### config.mk
export PLATFORM = sky130hd
export DESIGN_NAME = mme_cell
export DESIGN_NICKNAME = d
export VERILOG_FILES = /design/src/design/mme_pkg.sv /design/src/design/mme_ram.sv /design/src/design/mme_cell.sv
export SDC_FILE = /design/constraint.sdc
export NUM_CORES = 1
export LEC_CHECK = 0
export BUFFER_PORTS_ARGS = -buffer_cell sky130_fd_sc_hd__buf_2
export CAP_MARGIN = 0
export CORE_UTILIZATION = 60
export DETAILED_ROUTE_END_ITERATION = 10
export PLACE_DENSITY_LB_ADDON = 0.15
export SYNTH_ARGS = -nofsm -noshare
export SYNTH_HDL_FRONTEND = slang
export SYNTH_SLANG_ARGS = --single-unit
export TNS_END_PERCENT = 10
### constraint.sdc
create_clock -name clk -period 8.5 [get_ports clk]
set_clock_uncertainty 0.1 [all_clocks]
set_input_delay 0.425 -clock clk [delete_from_list [all_inputs] [get_ports clk]]
set_output_delay 0.425 -clock clk [all_outputs]
set_load 0.05 [all_outputs]
### src/design/mme_pkg.sv
// Shared types, constants and helpers for the matrix multiply engine.
// Used by the engine, cell and checker modules; depends on nothing.
package mme_pkg;

  localparam int MAX_DIM_DEF = 8;
  localparam int SIZE_W      = 4;
  localparam int IDX_W       = 3;
  localparam int VAL_W       = 16;
  localparam int RES_W       = 32;
  localparam int ACC_W       = 36;

  typedef enum logic [1:0] {
    ACT_LOAD_A = 2'd0,
    ACT_LOAD_B = 2'd1,
    ACT_START  = 2'd2
  } action_t;

  typedef enum logic [1:0] {
    REG_ROWS_A = 2'd0,
    REG_INNER  = 2'd1,
    REG_COLS_B = 2'd2
  } reg_idx_t;

  typedef enum logic [2:0] {
    ST_IDLE,
    ST_CLEAR,
    ST_FEED,
    ST_DRAIN,
    ST_OUT
  } state_t;

  typedef struct packed {
    logic                    valid;
    logic [IDX_W-1:0]        k;
    logic signed [VAL_W-1:0] a;
  } link_t;

  function automatic logic [SIZE_W-1:0] eff_size(input logic [SIZE_W-1:0] r,
                                                 input logic [SIZE_W-1:0] cap);
    eff_size = (r > cap) ? cap : r;
  endfunction

  function automatic logic signed [RES_W-1:0] sat_res(input logic signed [ACC_W-1:0] v);
    logic signed [ACC_W-1:0] hi;
    logic signed [ACC_W-1:0] lo;
    hi = $signed({{(ACC_W-RES_W+1){1'b0}}, {(RES_W-1){1'b1}}});
    lo = $signed({{(ACC_W-RES_W+1){1'b1}}, {(RES_W-1){1'b0}}});
    if (v > hi) begin
      sat_res = hi[RES_W-1:0];
    end else if (v < lo) begin
      sat_res = lo[RES_W-1:0];
    end else begin
      sat_res = v[RES_W-1:0];
    end
  endfunction

endpackage

### src/design/mme_ram.sv
// Generic single-write, single-read RAM with registered read data.
// Standalone; used for the A store and for each cell's column of B.
module mme_ram #(
  parameter int WIDTH = 16,
  parameter int DEPTH = 8
) (
  input  logic                     clk,
  input  logic                     we,
  input  logic [$clog2(DEPTH)-1:0] waddr,
  input  logic [WIDTH-1:0]         wdata,
  input  logic [$clog2(DEPTH)-1:0] raddr,
  output logic [WIDTH-1:0]         rdata
);

  logic [WIDTH-1:0] mem [DEPTH];

  always_ff @(posedge clk) begin
    if (we) begin
      mem[waddr] <= wdata;
    end
    rdata <= mem[raddr];
  end

endmodule

### src/design/mme_cell.sv
// One multiply-accumulate cell: holds one column of B and one result sum.
// Depends on mme_pkg and mme_ram; passes the A element on to its neighbor.
module mme_cell import mme_pkg::*; #(
  parameter int CELLS = MAX_DIM_DEF
) (
  input  logic                    clk,
  input  logic                    rst,
  input  logic                    clr,
  input  link_t                   link_in,
  output link_t                   link_out,
  input  logic                    b_we,
  input  logic [IDX_W-1:0]        b_waddr,
  input  logic signed [VAL_W-1:0] b_wdata,
  output logic signed [RES_W-1:0] result
);

  localparam int KW = $clog2(CELLS);

  logic signed [VAL_W-1:0] b_rdata;
  link_t                   s1;
  logic                    p_valid;
  logic signed [RES_W-1:0] prod;
  logic signed [ACC_W-1:0] acc;

  mme_ram #(.WIDTH(VAL_W), .DEPTH(CELLS)) u_bcol (
    .clk   (clk),
    .we    (b_we),
    .waddr (b_waddr[KW-1:0]),
    .wdata (b_wdata),
    .raddr (link_in.k[KW-1:0]),
    .rdata (b_rdata)
  );

  always_ff @(posedge clk) begin
    if (rst) begin
      s1.valid <= 1'b0;
      p_valid  <= 1'b0;
    end else begin
      s1.valid <= link_in.valid;
      p_valid  <= s1.valid;
    end
    s1.k <= link_in.k;
    s1.a <= link_in.a;
    prod <= s1.a * b_rdata;
    if (clr) begin
      acc <= '0;
    end else if (p_valid) begin
      acc <= acc + ACC_W'(prod);
    end
  end

  assign link_out = s1;
  assign result   = sat_res(acc);

endmodule

**Word-level counts from Yosys, hierarchy flattened**

Memory sizes are Yosys's and may differ from the RTL's. A register that Yosys moved wholly into a read port is not among the register bits.
Index checks and enable logic that the tools add are counted.

- Flip-flop bits (word level): 89
- Bits in writable memories: 128
- Input bits: 43
- Memories kept: 1

- Add/sub/neg operators: 1
- Multiply operators: 1
- Magnitude comparators: 2
- Mux-type cells: 4

Memory list:

| name | depth | bits a word | rd ports | clocked after memory_dff | write ports | line | RTL |
|---|---|---|---|---|---|---|---|
| u_bcol.mem | 8 | 16 | 1 | 1 | 1 | mme_ram.sv:15 | `logic [WIDTH-1:0] mem [DEPTH];` |

Operators by type and width:

| kind | count |
|---|---|
| 32-bit two-way mux | 2 |
| 36-bit by 32-bit adder with 36-bit output | 1 |
| 36-bit by 32-bit greater-than comparator with 1-bit output (second input constant) | 1 |
| 36-bit by 32-bit < comparator with 1-bit output (second input constant) | 1 |
| 16-bit by 16-bit multiplier with 32-bit output | 1 |
| 1-bit two-way mux | 2 |

**Longest topological paths before layout**

- Depth in word-level cells: 3
- Mapped depth: 23

**Cells and area by module**

From an unflattened synthesis, not the netlist that was laid out.

- Cell total of the unflattened synthesis: 1788
- Area total of the unflattened synthesis: 19683.9 µm²

By module, submodules not included:

| module | instances | cells each | area an instance (µm²) | seq. area each (µm²) |
|---|---|---|---|---|
| mme_cell | 1 | 1574 | 14390.1 | 1781.7 |
| mme_ram | 1 | 214 | 5293.8 | 4164.0 |

**Worst setup path before layout**

OpenSTA, ideal clock, no wires.

- Path kind: reg2reg
- Start: reg s1 (netlist bit link_out[11])
- End: reg prod[29]
- Arrival: 6.228 ns
- Path slack: 2.100 ns
- Stages on the path, launching flop included: 22
- Path through: dfxtp_1 -> clkbuf_1 -> nand2_1 -> fa_1 -> fa_1 -> fa_1 -> inv_1 -> fa_1 -> fa_1 -> inv_1 -> fa_1 -> inv_1 -> ha_1 -> and3_1 -> a221o_1 -> a21oi_1 -> a21boi_1 -> a211oi_1 -> nor3_2 -> o21bai_1 -> a21oi_1 -> xnor2_1

- Cells in the longest elaborated chain, start to end: 1

RTL lines:

| element | line | RTL |
|---|---|---|
| from (decl) | mme_cell.sv:20 | `link_t s1;` |
| 16-bit by 16-bit multiplier with 32-bit output | mme_cell.sv:44 | `prod <= s1.a * b_rdata;` |
| to (signal assigned) | mme_cell.sv:44 |  |
| to (decl) | mme_cell.sv:22 | `logic signed [RES_W-1:0] prod;` |

No other way between the ends.
A chain may end at the register's enable or synchronous reset.

**Worst setup path after layout**

Ends and elaborated chain as after synthesis.

==> qor.txt <==
Status - finished clean
Share of the clock period used by the worst path after layout - 79.3%
Type of origin of the critical path - flop
Clock-pin transition on the worst setup and hold timing paths - 0.06 ns
Top cells by area in the synthesized netlist - fa_1, edfxtp_1, dfxtp_1
Dominant cell type by count on the critical path - fa_1
Yosys Warn Count - 0
CTS resizes - 0
Total negative slack - 0 ns
Type of the setup path with the least slack - flop to flop
Routability Congestion - 0.875
TritonCTS clock tree - done
Critical path startpoint - link_out[11]
Maximum number of pins on one net before global-route repair - 52
HPWL Detailed - 29.9 mm
Syn nets - 2202
Critical path's top delay family - adder cells
Post-synthesis average cell area - 10.9 um^2
GRT Total Usage - 24.9%
Count of clock tree sinks - 233
Detail-routed net length per standard cell - 17.2 um
Count of flip-flops with a built-in enable after synthesis - 128
Max-Slew Margin vs Limit - 28.3%
Number of standard cells after synthesis - 1779
Number of antenna violations at the first check in global routing - 2
Total via count after detailed routing - 12500
Average via count per standard cell - 5.48
Type of the worst min-delay path - input pin to flop
Primary FF master, synth - edfxtp_1
Most frequent standard cell in the layout excluding fill and tap cells - inv_1
CP max-delay cell - dfxtp_1
End point of the critical path - prod[29]
CP Buf/Inv Count - 3
Final worst hold slack - 0.0278 ns
Total of max-cap violations - 0
Full die area - 33100 um^2
Number of buffers on the longest clock path - 3
DR DRC count - 0
Die Y-Extent - 182 um
Instance count on the critical path - 20
Wire length after detailed routing - 39.2 mm
Destination of the worst register-to-register timing path - prod[29]
Total global routing overflow - 0
Portion of the post-synthesis area used by sequential elements - 30.6%
Crit path required time - 8.86 ns
Number of setup buffers added after CTS - 0
Layout cell share with drive strength beyond 1 - 10.8%
Setup-failing EPs final - 0
Signal arrival time at the worst endpoint - 7.10 ns
Synth Cell Area - 19400 um^2
Growth of design area from synthesis to finish - 9.23%
R2r startpoint - link_out[11]
Unrepaired setup endpoints after global routing - false
Width of the die - 182 um
Cell-by-cell trace of the critical path - nand2_1, fa_1, fa_1, fa_1, inv_1, fa_1, fa_1, inv_1, fa_1, inv_1, ha_1, and3_1, a221o_1, a21oi_1, a21boi_1, a211oi_1, nor3_2, o21bai_1, a21oi_1, xnor2_1
Effective utilization at floorplan - 61.2%
Final ANT Viol Nets - 0
Footprint of the flip-flops and latches - 5950 um^2
Number of different library cells in the post-synthesis netlist - 66
FILL cells - 2472
Register-to-register setup slack - 1.76 ns
Type of element capturing the critical path - flop
Level count of the clock H-tree - 1
Drt first pass iters - 7
Std cell rows - 65
Count of final max-slew check failures - 0
Length in cells of the worst reg-to-reg path - 20
Net count of the finished layout - 2280
Period minus WS final - 6.74 ns
Placeable Area - 31700 um^2
Largest area contributor in the netlist - fa_1
Global-route wire length before repair - 65.5 mm
Largest stage delay on the critical path - 0.77 ns
Clk root buf - clkbuf_16
Final number of hold-violating endpoints - 0
Multi-input logic area - 12100 um^2
Asr flop ratio synth - 0%
Crit path max fanout - 17
Fmax achieved - 148 MHz
Area share of the leading cell type in the synthesized netlist - 27.1%
Commonest non-fill, non-tap cells in the layout - inv_1, fa_1, nand2_1, and2_1, edfxtp_1
CTS buffer count - 25
Slew at the pin closest to its max-slew limit - 1.07 ns
Port Buffer Count - 94
Number of global-route vias before repair - 13400
Clock network latency to the later pin of the worst-skew pair - 0.54 ns
Number of violations reported at the end of detailed-routing iteration 0 - 653
Number of flip-flops and latches in the synthesized netlist - 233
IO Pins - 95
-- worst min path at each step --
stage	cells after the start	startpoint	end	slack, ns
floorplan	2	acc[21]	acc[21]	0.34
global route	2	link_in[19]	link_out[19]	0.03
CTS	2	link_in[19]	link_out[19]	0.005
global placement	1	link_out[19]	p_valid	0.34
finish	2	link_in[19]	link_out[19]	0.03
detailed placement	1	link_out[19]	p_valid	0.35
-- worst reg2reg max path: cells and delay by family, from the launching register on --
| family | cells | cell delay, ns |
|---|---|---|
| adders and majority gates | 7 | 3.35 |
| and+or+nand+nor | 3 | 0.69 |
| buffers and inverters | 3 | 0.15 |
| AOI/OAI and AO/OA | 6 | 1.46 |
| DFF | 1 | 0.77 |
| xor gates and xnor gates | 1 | 0.14 |
-- logic make-up (layout without fill, tap and decap cells) --
kind of cell / Yosys count / count (layout) / share of synthesized area, %
buffers and inverters: 382 / 476 / 7.42
AO/OA/AOI/OAI: 217 / 217 / 7.66
adder cells (fa/ha/maj): 380 / 380 / 34.7
flip-flops: 233 / 233 / 30.6
other: 0 / 1 / 0
AND/OR/NAND/NOR: 439 / 439 / 11.2
XOR/XNOR: 60 / 60 / 2.71
multiplexers: 68 / 68 / 5.68
-- final cells by class --
cell class	count	area share, %
inverter	319	5.65
clock inverter	10	0.696
timing repair buffer	114	3.13
clock buffer	33	3.19
multi-input combinational	1164	56.9
sequential	233	28.1
tap	402	2.37
antenna	1	0.0118
-- repair_timing --
action,in CTS,in global routing
hold endpoints to repair,18,0
hold buffers,17,0
setup endpoints to repair,0,0
-- registers in the layout, summed over array words and instances (netlist names) --
register / cells
prod: 32
p_valid: 1
u_bcol.mem: 128
u_bcol.rdata: 16
acc: 36
link_out: 20
-- through the flow --
step                setup slack, ns  utilization, %  cells  instance area, um^2
floorplan                      2.10               -   1779                19400
global placement               1.89            63.7   2215                20200
detailed placement             1.74            63.7   2215                20200
CTS                            1.72            66.8   2275                21200
global route                   1.41            66.8   2276                21200
finish                         1.76            66.8   2276                21200
-- synth_stat cells (4+ instances only) --
cell type    n
fa_1       263
nor2_1      72
nor2b_1      8
dfxtp_1    105
and2_1     132
o21ai_0     14
mux2i_1     19
xnor2_1     42
o22ai_1      4
xor2_1      18
edfxtp_1   128
mux4_2      32
mux2_2      16
ha_1       117
clkbuf_1    52
a21o_1      28
o21a_1      39
nand2_1    150
inv_1      319
o21ai_1     12
a21oi_1     54
buf_1        8
nand3_1     14
and3_1       7
nor3_1      12
a211oi_1     6
o211ai_1     7
nand2b_1    26
o31ai_1      4
a31oi_1      9
o21bai_1    10
-- routing by layer --
layer,wire [um],global-route usage (%),vias to the layer above
li1,-,-,5891
met5,13,0,-
met3,1670,3.53,62
met2,19300,44.3,257
met4,910,6.18,2
met1,17300,32.2,6259
Power is not shown: default switching activity piles up to over one toggle a cycle in this logic, so the estimate is an artifact.
