$ cat config.mk
export PLATFORM = sky130hd
export DESIGN_NAME = mme_ram
export DESIGN_NICKNAME = d
export VERILOG_FILES = /design/src/design/mme_ram.sv
export SDC_FILE = /design/constraint.sdc
export NUM_CORES = 1
export LEC_CHECK = 0
export BUFFER_PORTS_ARGS = -buffer_cell sky130_fd_sc_hd__buf_2
export CAP_MARGIN = 5
export CORE_UTILIZATION = 40
export CTS_CLUSTER_DIAMETER = 30
export DETAILED_ROUTE_END_ITERATION = 16
export PLACE_DENSITY = 0.65
export SLEW_MARGIN = 20
export SYNTH_ARGS = -nofsm -noshare
export SYNTH_HDL_FRONTEND = slang
export SYNTH_SLANG_ARGS = --single-unit
export TNS_END_PERCENT = 100
$ cat constraint.sdc
create_clock -name clk -period 2.4 [get_ports clk]
set_input_delay 0.12 -clock clk [delete_from_list [all_inputs] [get_ports clk]]
set_output_delay 0.12 -clock clk [all_outputs]
set_load 0.01 [all_outputs]
$ cat src/design/mme_ram.sv
// Generic single-write, single-read RAM with registered read data.
// Standalone; used for the A store and for each cell's column of B.
module mme_ram #(
  parameter int WIDTH = 16,
  parameter int DEPTH = 8
) (
  input  logic                     clk,
  input  logic                     we,
  input  logic [$clog2(DEPTH)-1:0] waddr,
  input  logic [WIDTH-1:0]         wdata,
  input  logic [$clog2(DEPTH)-1:0] raddr,
  output logic [WIDTH-1:0]         rdata
);

  logic [WIDTH-1:0] mem [DEPTH];

  always_ff @(posedge clk) begin
    if (we) begin
      mem[waddr] <= wdata;
    end
    rdata <= mem[raddr];
  end

endmodule

* After elaboration in Yosys (flattened, before gate mapping)
Memories as Yosys holds them, arrays and structs flattened. A register that Yosys moved wholly into a read port is not among the register bits.
Index checks and enable logic that the tools add are counted.
** Operators by class
- Muxes and demuxes :: 2
** Operators by type and width (number)
- $mux W1 :: 2
** Word-level totals
- Register bits :: 0
- Output and inout port bits :: 16
- RAM bits :: 128
- Word-level logic and storage cells :: 3
- Memories :: 1
- Bits of input ports :: 24
** Memories
- mem :: words 8, width 16, read ports 1, clocked after Yosys merged registers in 1, write ports 1, RTL line 15 : logic [WIDTH-1:0] mem [DEPTH];

* Longest topological paths before layout
Gate-level depths: netlist of the first run.
- Depth in word-level cells :: 2
- Gate-level depth with buffers :: 4
- Mapped depth without buffers :: 2

* Worst setup path before layout of the first run
Ideal clock, no wire load.
- Path type :: in2reg
- From :: input waddr[2]
- To :: memory mem[0][0], enable pin
- Path buffers :: 0
- Arrival :: 1.433 ns
- Library setup time :: 0.409 ns
- Stages on the path :: 2
- Path slack :: 0.557 ns
- Required time :: 1.991 ns
- Cell sequence :: nand2b_1 > nor3_1
** RTL lines
- from (decl) :: RTL line 9 : input logic [$clog2(DEPTH)-1:0] waddr,
- to (decl) :: RTL line 15
No word-level cell before the write port.

==> results of run 1 <==
## metrics by stage
step	area (um^2)	worst slack (ns)	hold WS, ns	cells	power (W)
2_1_floorplan	5294	0.5574	0.2189	214	0.003059
3_3_place_gp	5729	0.8683	0.3856	425	0.003167
3_5_place_dp	5729	0.8329	0.3907	425	0.003177
4_1_cts	6467	1.111	0.3034	473	0.005695
5_1_grt	6467	1.076	0.3131	473	0.005836
6_report	6467	1.139	0.2911	473	0.005636
## state kept, by name, summed over array words and instances (netlist names)
register	flops
rdata	16
mem	128
## placed cells by master, fill, tap and decap left out, types with 3 or more instances in the layout
cell	synthesis	routed
buf_2	0	39
buf_4	0	8
clkbuf_1	0	3
clkbuf_16	0	17
clkinv_2	0	4
clkinv_4	0	3
dfxtp_1	16	16
dlygate4sd3_1	0	16
edfxtp_1	128	128
mux2_2	16	16
mux4_1	28	28
mux4_2	4	4
nand2b_1	3	3
nor2_1	6	6
## report_power, final
group          switching, W  internal [W]  total (W)
combinational      0.000137      0.000145   0.000283
clock              0.000917       0.00158    0.00250
sequential        0.0000220       0.00283    0.00285
total               0.00108       0.00456    0.00564
## kinds of logic after synthesis
group,synth area share (%)
buffers and inverters,1.229
flip-flops,78.66
multiplexers,19.00
AND/OR/NAND/NOR,1.111
## cell type report
cell class              count  area, um^2
repair buffers             64       435.4
fillers                  1015        6306
clock buffers              22       464.2
flip-flops and latches    144        4164
well taps                 172       215.2
clock inverters            10       113.9
multi-input cells          61        1075
## critical path, stage by stage, from the launching register on
cell	delay [ns]
edfxtp_1	0.36
mux4_1	0.50
mux2_2	0.28
## path summary, 6_finish.rpt
kind	start	to	cells after the start
worst max-delay path	mem[2][9]$_DFFE_PP_	rdata[9]$_DFF_P_	2
worst min-delay path	raddr[1]	rdata[1]$_DFF_P_	2
worst max register to register	mem[2][9]$_DFFE_PP_	rdata[9]$_DFF_P_	2
worst min register to register	mem[0][12]$_DFFE_PP_	rdata[12]$_DFF_P_	2
## metal layers
| layer | routed length [um] | vias up |
|---|---|---|
| met2 | 4397 | 57 |
| li1 | - | 1068 |
| met3 | 385 | 8 |
| met4 | 103 | 0 |
| met5 | 0 | - |
| met1 | 3748 | 1148 |
==> impl_metrics.py, run 1 <==
metrics = {
    "cts": {
        "cts_max_path_buffers": 2,
        "path_clk_slew_ns": 0.06,
        "cts-buffers-inserted": 17,
        "cts_resized": 0,
        "cts_sinks": 144,
        "cts_tree": "built",
        "worstSkewPairLatency_ns": 0.40,
        "post_cts_buffers": 0,
        "cts_root_buf": "clkbuf_16",
        "h-tree-depth": 4,
        "hold_buffers": 16,
    },
    "finish": {
        "nets": 312,
        "area_delta_synth_final_pct": 22.17,
        "drive_above_1_share_pct": 32.89,
        "fin_util_pct": 50.63,
        "antenna_cells": 0,
    },
    "timing": {
        "layout_worst_path_cycle_share_pct": 52.53,
        "fmax_mhz": 793.2,
        "grt_setup_unrepaired": "false",
        "skew_ns": 0.01108,
        "max_slew.worst_pin.slew_ns": 0.7452,
        "fin_crit_ns": 1.261,
        "setup_viol": 0,
        "setup_tns_ns": 0,
        "finalMaxSlewViolations": 0,
        "relSlewSlack_pct": 50.32,
        "hold_violations": 0,
    },
    "setup_path": {
        "critPathLaunchType": "flop",
        "critical_path_required_ns": 2.68,
        "crit_path_end_kind": "flop",
        "rrSetupSlack_ns": 1.14,
        "cp_max_fo": 1,
        "criticalPathCategory": "reg -> reg",
        "cp.arrival_ns": 1.54,
    },
    "grt": {
        "grtUsageMet2_pct": 23.27,
        "grt_pass1_wl_um": 13300,
        "grt_pass1_vias": 2461,
        "antenna_found_initial": 0,
        "grt_max_degree": 33,
        "busiest_layer": "met2",
        "grt_usage_pct": 14.50,
        "grtUsageMet1_pct": 18.42,
        "met3_usage_pct": 3.708,
        "overflow": 0,
    },
    "synth": {
        "netlist_area_um2": 5294,
        "netlist_instances": 214,
        "synth_area_per_cell_um2": 24.74,
        "synth-seq-cells": 144,
        "synthTopCellsByArea": "edfxtp_1, mux4_1, dfxtp_1",
        "yosys_warnings": 0,
        "synthTopCellsByCount": "edfxtp_1, mux4_1, dfxtp_1, mux2_2, nor2_1",
        "syn_nets": 238,
        "async_flop_share_pct": 0,
        "synth_most_common_cell": "edfxtp_1",
        "synth-edff-count": 128,
        "yosysSeqAreaShare_pct": 78.66,
        "synth_flop_cell": "edfxtp_1",
        "yosysTopAreaCell": "edfxtp_1",
        "yosysUniqueCellTypes": 12,
        "synth_top_cell_area_share_pct": 72.61,
    },
    "die": {
        "fp.coreArea_um2": 12770,
        "die_y_um": 117.0,
        "ioPinCount": 40,
        "die_x_um": 117.0,
        "rows": 41,
        "die-area_um2": 13700,
        "start_util_pct": 41.44,
    },
    "pwr": {
        "power_density_nw_per_um2": 871.5,
        "ir_drop_v": 0.0004997,
        "leakagePower_nw": 2.261,
    },
    "drt": {
        "drc": 0,
        "wl_per_cell_um": 18.25,
        "wirelength_um": 8634,
        "via_per_inst": 4.822,
        "drtPass1Iterations": 4,
        "vias": 2281,
        "ant_nets": 0,
        "drt_iter0_markers": 106,
    },
    "min_path": {
        "hold_class": "in -> reg",
    },
    "flow_run": {
        "drv_cap": 0,
    },
    "placed_design": {
        "io_buffers": 39,
        "dpl.hpwl_um": 4668,
        "globalplace.congestion": 0.6254,
    },
    "outcome": {
        "status": "completed",
    },
}
No activity file was read; power rests on OpenSTA's default activity.
==> run 2: changes to the inputs <==
--- a/config.mk
+++ b/config.mk
@@ -10,7 +10,7 @@
 export CORE_UTILIZATION = 40
 export CTS_CLUSTER_DIAMETER = 30
 export DETAILED_ROUTE_END_ITERATION = 16
-export PLACE_DENSITY = 0.65
+export PLACE_DENSITY = 0.67
 export SLEW_MARGIN = 20
 export SYNTH_ARGS = -nofsm -noshare
 export SYNTH_HDL_FRONTEND = slang
==> constraint.sdc (replaced) <==
create_clock -name clk -period 1.11 [get_ports clk]
set_input_delay 0.0555 -clock clk [delete_from_list [all_inputs] [get_ports clk]]
set_output_delay 0.0555 -clock clk [all_outputs]
set_load 0.01 [all_outputs]
==> run 2 against run 1 <==
The run now ends with negative setup slack left. Critical path depth is the same. Final area up 2.6%. Utilization up 1.3 points. Largest power group unchanged.
==> impl_metrics.py, run 2 (synthesized netlist as in run 1, its figures left out) <==
metrics = {
    "outcome": {
        "violations": "negative setup slack",
        "status": "finished with violations",
    },
    "die": {
        "die_x_um": 117.0,
        "fp.coreArea_um2": 12770,
        "ioPinCount": 40,
        "die_y_um": 117.0,
        "die-area_um2": 13700,
        "start_util_pct": 41.44,
        "rows": 41,
    },
    "finish": {
        "antenna_cells": 0,
        "final_common_cell": "edfxtp_1",
        "top_regs": "mem: 128 flops, rdata: 16 flops",
        "fin_cells": 490,
        "final.fill_count": 988,
        "mostFrequentLayoutCells": "edfxtp_1, buf_2, mux4_2",
        "fin_util_pct": 51.95,
        "area_delta_synth_final_pct": 25.36,
        "largest_reg_flops": 128,
        "nets": 329,
        "finalInstanceArea_um2": 6636,
        "regMostFlops": "mem",
        "drive_above_1_share_pct": 46.54,
    },
    "placed_design": {
        "placed_cell_area_um2": 5861,
        "io_buffers": 39,
        "dpl.hpwl_um": 5676,
        "dp_cells": 442,
        "globalplace.congestion": 0.6661,
    },
    "setup_path": {
        "critPathLaunchType": "flop",
        "criticalPathCategory": "reg -> reg",
        "crit_slowest_cell": "mux4_2",
        "cp.depth": 2,
        "cpLargestDelayFamily": "multiplexers",
        "crit_path_end_kind": "flop",
        "crit_buf_inv": 0,
        "critical_path_required_ns": 1.41,
        "path_cells": "mux4_2, mux2_4",
        "critPathMaxStageDelay_ns": 0.48,
        "ff2ff_path_depth": 2,
        "cp.arrival_ns": 1.53,
        "cp_max_fo": 1,
    },
    "cts": {
        "path_clk_slew_ns": 0.06,
        "post_cts_buffers": 0,
        "cts_sinks": 144,
        "cts_max_path_buffers": 2,
        "cts-buffers-inserted": 17,
        "worstSkewPairLatency_ns": 0.41,
        "h-tree-depth": 4,
        "cts_root_buf": "clkbuf_16",
        "cts_tree": "built",
    },
    "timing": {
        "final.setup.worst_slack_ns": -0.1222,
        "hold_violations": 0,
        "skew_ns": 0.005622,
        "grt_setup_unrepaired": "true",
        "relSlewSlack_pct": 81.07,
        "fin_crit_ns": 1.232,
        "layout_worst_path_cycle_share_pct": 111.0,
        "finalMaxSlewViolations": 0,
        "fmax_mhz": 811.6,
        "setup_viol": 16,
        "max_slew.worst_pin.slew_ns": 0.2829,
    },
    "drt": {
        "met1Wirelength_um": 3963,
        "wirelength_um": 9188,
        "wl_per_cell_um": 18.75,
        "drc": 0,
        "drt_iter0_markers": 168,
        "vias": 2410,
        "via_per_inst": 4.918,
        "ant_nets": 0,
        "wl_met3_um": 349,
        "drtPass1Iterations": 6,
        "highest_layer": "met4",
        "met2_length_um": 4702,
    },
    "pwr": {
        "leakagePower_nw": 2.317,
        "power_density_nw_per_um2": 1845,
        "power_w": 0.01225,
        "ir_drop_v": 0.001041,
    },
    "grt": {
        "antenna_found_initial": 0,
        "overflow": 0,
        "grt_usage_pct": 15.60,
        "grt_pass1_vias": 2637,
        "grt_max_degree": 18,
        "grt_pass1_wl_um": 14500,
    },
    "flow_run": {
        "drv_cap": 0,
    },
    "min_path": {
        "hold_depth": 3,
        "hold_class": "in -> reg",
    },
}
==> run 2: final cells by class <==
class / count / area [um^2] / area share, %
repair buffers: 81 / 663.1 / 9.992
clock buffers: 17 / 425.4 / 6.410
clock inverters: 15 / 137.6 / 2.074
well taps: 172 / 215.2 / 3.243
flip-flops and latches: 144 / 4164 / 62.75
multi-input cells: 61 / 1031 / 15.54
==> run 2: repair_timing <==
item | CTS | global route
gates resized for setup | 6 | 8
pin swaps | 0 | 0
endpoints found under the hold margin | 128 | 0
endpoints found under the setup margin | 16 | 16
hold buffers | 16 | 0
==> run 2: routing by layer <==
layer,GRT usage [%],vias to the layer above
li1,-,1082
met1,19.18,1257
met2,24.89,55
met3,5.355,16
met4,7.595,0
met5,0,-
==> run 2: final timing paths <==
check                                         start          endpoint  slack, ns
worst max-delay path            mem[4][1]$_DFFE_PP_  rdata[1]$_DFF_P_      -0.12
worst min-delay path                       raddr[1]  rdata[4]$_DFF_P_       0.14
worst max register to register  mem[4][1]$_DFFE_PP_  rdata[1]$_DFF_P_      -0.12
worst min register to register  mem[2][7]$_DFFE_PP_  rdata[7]$_DFF_P_       0.69
==> run 2: per-stage QoR <==
stage / TNS, ns / worst slack, ns / hold WS [ns]
final: -1.703 / -0.1222 / 0.1425
after global routing: -2.175 / -0.1551 / 0.1427
after CTS: -1.763 / -0.1358 / 0.1101
after detailed placement: -4.957 / -0.2435 / 0.3268
after global placement: -4.732 / -0.2320 / 0.3183
after floorplan: -21.16 / -0.2414 / 0.1544
==> run 2: tightest hold or removal path: cells and delay by family <==
family,cells,cell delay [ns]
buffers and inverters,2,0.28
muxes,1,0.17
==> run 2: power by group <==
group | leakage, nW | switching, W | total [W] | internal (W)
sequential | 1.30 | 0.0000522 | 0.00617 | 0.00612
combinational | 0.743 | 0.000336 | 0.000750 | 0.000414
clock | 0.276 | 0.00222 | 0.00532 | 0.00311
==> run 3: changes to the inputs <==
--- a/config.mk
+++ b/config.mk
@@ -7,10 +7,10 @@
 export LEC_CHECK = 0
 export BUFFER_PORTS_ARGS = -buffer_cell sky130_fd_sc_hd__buf_2
 export CAP_MARGIN = 5
-export CORE_UTILIZATION = 40
+export CORE_UTILIZATION = 53
 export CTS_CLUSTER_DIAMETER = 30
 export DETAILED_ROUTE_END_ITERATION = 16
-export PLACE_DENSITY = 0.67
+export PLACE_DENSITY = 0.82
 export SLEW_MARGIN = 20
 export SYNTH_ARGS = -nofsm -noshare
 export SYNTH_HDL_FRONTEND = slang
==> run 3 against run 2 <==
The flow still finishes with violations (negative setup slack). Total power up 3.8%. Die area fell by 24%. Global-route usage grew 4.6 points. Sequential cell count did not move. Fmax down 3.4%.
==> impl_metrics.py, run 3 (synthesized netlist as in run 1, its figures left out) <==
metrics = {
    "timing": {
        "final.setup.worst_slack_ns": -0.1653,
        "hold_ws_ns": 0.03913,
        "finalMaxSlewViolations": 0,
        "hold_violations": 0,
        "relSlewSlack_pct": 80.16,
        "grt_setup_unrepaired": "true",
        "max_slew.worst_pin.slew_ns": 0.2975,
        "fin_crit_ns": 1.275,
        "skew_ns": 0.005456,
        "fmax_mhz": 784.1,
        "layout_worst_path_cycle_share_pct": 114.9,
        "setup_viol": 16,
    },
    "finish": {
        "drive_above_1_share_pct": 43.69,
        "area_delta_synth_final_pct": 24.46,
        "mostFrequentLayoutCells": "edfxtp_1, buf_2, mux4_2",
        "final.fill_count": 623,
        "antenna_cells": 0,
        "top_regs": "mem: 128 flops, rdata: 16 flops",
        "nets": 320,
        "final_common_cell": "edfxtp_1",
        "largest_reg_flops": 128,
        "regMostFlops": "mem",
    },
    "setup_path": {
        "rrSetupSlack_ns": -0.17,
        "cp_max_fo": 1,
        "worstReg2RegStart": "mem[2][2]$_DFFE_PP_",
        "critical_path_required_ns": 1.52,
        "ff2ff_path_depth": 2,
        "reg2reg_to": "rdata[2]$_DFF_P_",
        "crit_path_end_kind": "flop",
        "cp.arrival_ns": 1.68,
        "criticalPathCategory": "reg -> reg",
        "critPathLaunchType": "flop",
    },
    "pwr": {
        "leakagePower_nw": 2.302,
        "combPwrFrac_pct": 5.9,
        "p_int_w": 0.01028,
        "p_seq_share_pct": 48.6,
        "power_frac_clock_pct": 45.5,
        "ir_drop_v": 0.002071,
        "power_density_nw_per_um2": 1929,
        "netSwitchingFraction_pct": 19.09,
        "p_switching_w": 0.002426,
    },
    "grt": {
        "grt_pass1_wl_um": 14140,
        "grt_max_degree": 22,
        "antenna_found_initial": 0,
        "grt_pass1_vias": 2486,
        "overflow": 0,
        "grt_usage_pct": 20.19,
    },
    "die": {
        "die_y_um": 101.9,
        "ioPinCount": 40,
        "die-area_um2": 10390,
        "rows": 36,
        "start_util_pct": 54.41,
        "fp.coreArea_um2": 9729,
        "die_x_um": 101.9,
    },
    "outcome": {
        "violations": "negative setup slack",
        "status": "finished with violations",
    },
    "placed_design": {
        "io_buffers": 39,
        "preCtsSetupSlack_ns": -0.2644,
        "globalplace.congestion": 0.6741,
        "dpl.hpwl_um": 5230,
    },
    "cts": {
        "cts-buffers-inserted": 17,
        "worstSkewPairLatency_ns": 0.52,
        "post_cts_buffers": 0,
        "path_clk_slew_ns": 0.06,
        "cts_tree": "built",
        "cts_sinks": 144,
        "cts_max_path_buffers": 2,
        "h-tree-depth": 4,
        "cts_root_buf": "clkbuf_8",
    },
    "min_path": {
        "hold_depth": 3,
        "hold_class": "in -> reg",
        "hp-start": "raddr[1]",
        "min_to": "rdata[3]$_DFF_P_",
    },
    "drt": {
        "drt_iter0_markers": 72,
        "via_per_inst": 5.434,
        "wl_per_cell_um": 20.75,
        "drtPass1Iterations": 5,
        "vias": 2402,
        "drc": 0,
        "wirelength_um": 9171,
        "ant_nets": 0,
    },
    "flow_run": {
        "drv_cap": 0,
    },
}
## run 3: per-layer routing
layer  track usage [%]  vias to the layer above  share of wire (%)
li1                  -                     1060                  -
met1             25.32                     1250                 42
met2             33.42                       75                 52
met4             8.242                        0                1.6
met3             5.882                       17                4.8
met5                 0                        -                  0
## run 3: worst max path at each step
stage / start / cells after the start / endpoint
after floorplan: waddr[2] / 2 / mem[1][0]$_DFFE_PP_
after global placement: raddr[0] / 4 / rdata[8]$_DFF_P_
after detailed placement: raddr[0] / 4 / rdata[11]$_DFF_P_
after CTS: mem[7][2]$_DFFE_PP_ / 2 / rdata[2]$_DFF_P_
after global routing: mem[7][2]$_DFFE_PP_ / 2 / rdata[2]$_DFF_P_
final: mem[2][2]$_DFFE_PP_ / 2 / rdata[2]$_DFF_P_
## run 3: power by group through the flow
stage	Combinational (W)	Clock (W)	Sequential (W)
3_5_place_dp	0.000659	0	0.00629
4_1_cts	0.000752	0.00586	0.00618
5_1_grt	0.000800	0.00610	0.00620
2_1_floorplan	0.000350	0	0.00631
3_3_place_gp	0.000637	0	0.00628
6_report	0.000746	0.00578	0.00618
## run 3: per-stage QoR
step / util [%] / std cells / cell area, um^2 / power, W / setup TNS [ns]
final: 67.72 / 442 / 6589 / 0.01271 / -1.971
after global routing: 67.72 / 442 / 6589 / 0.01310 / -2.463
after CTS: 67.72 / 442 / 6589 / 0.01280 / -2.018
after detailed placement: 59.17 / 394 / 5757 / 0.006951 / -3.848
after global placement: 59.17 / 394 / 5757 / 0.006915 / -3.513
after floorplan: - / 214 / 5243 / 0.006658 / -21.16
## run 3: critical path, stage by stage (launching register included)
cell	delay (ns)
edfxtp_1	0.41
mux4_2	0.48
mux2_4	0.27
## run 3: area by class of cell
cell class | count | area (um^2) | area share (%)
clock inverter | 11 | 162.7 | 2.469
multi-input combinational | 61 | 1039 | 15.76
sequential | 144 | 4164 | 63.20
tap | 133 | 166.4 | 2.526
clock buffer | 21 | 449.2 | 6.817
timing repair buffer | 72 | 608.1 | 9.229
## run 3: timing repair
action,4_1_cts,5_1_grt
endpoints found under the setup margin,16,16
pin swaps,0,0
hold endpoints to repair,128,0
resized for setup,16,0
hold buffers,16,0
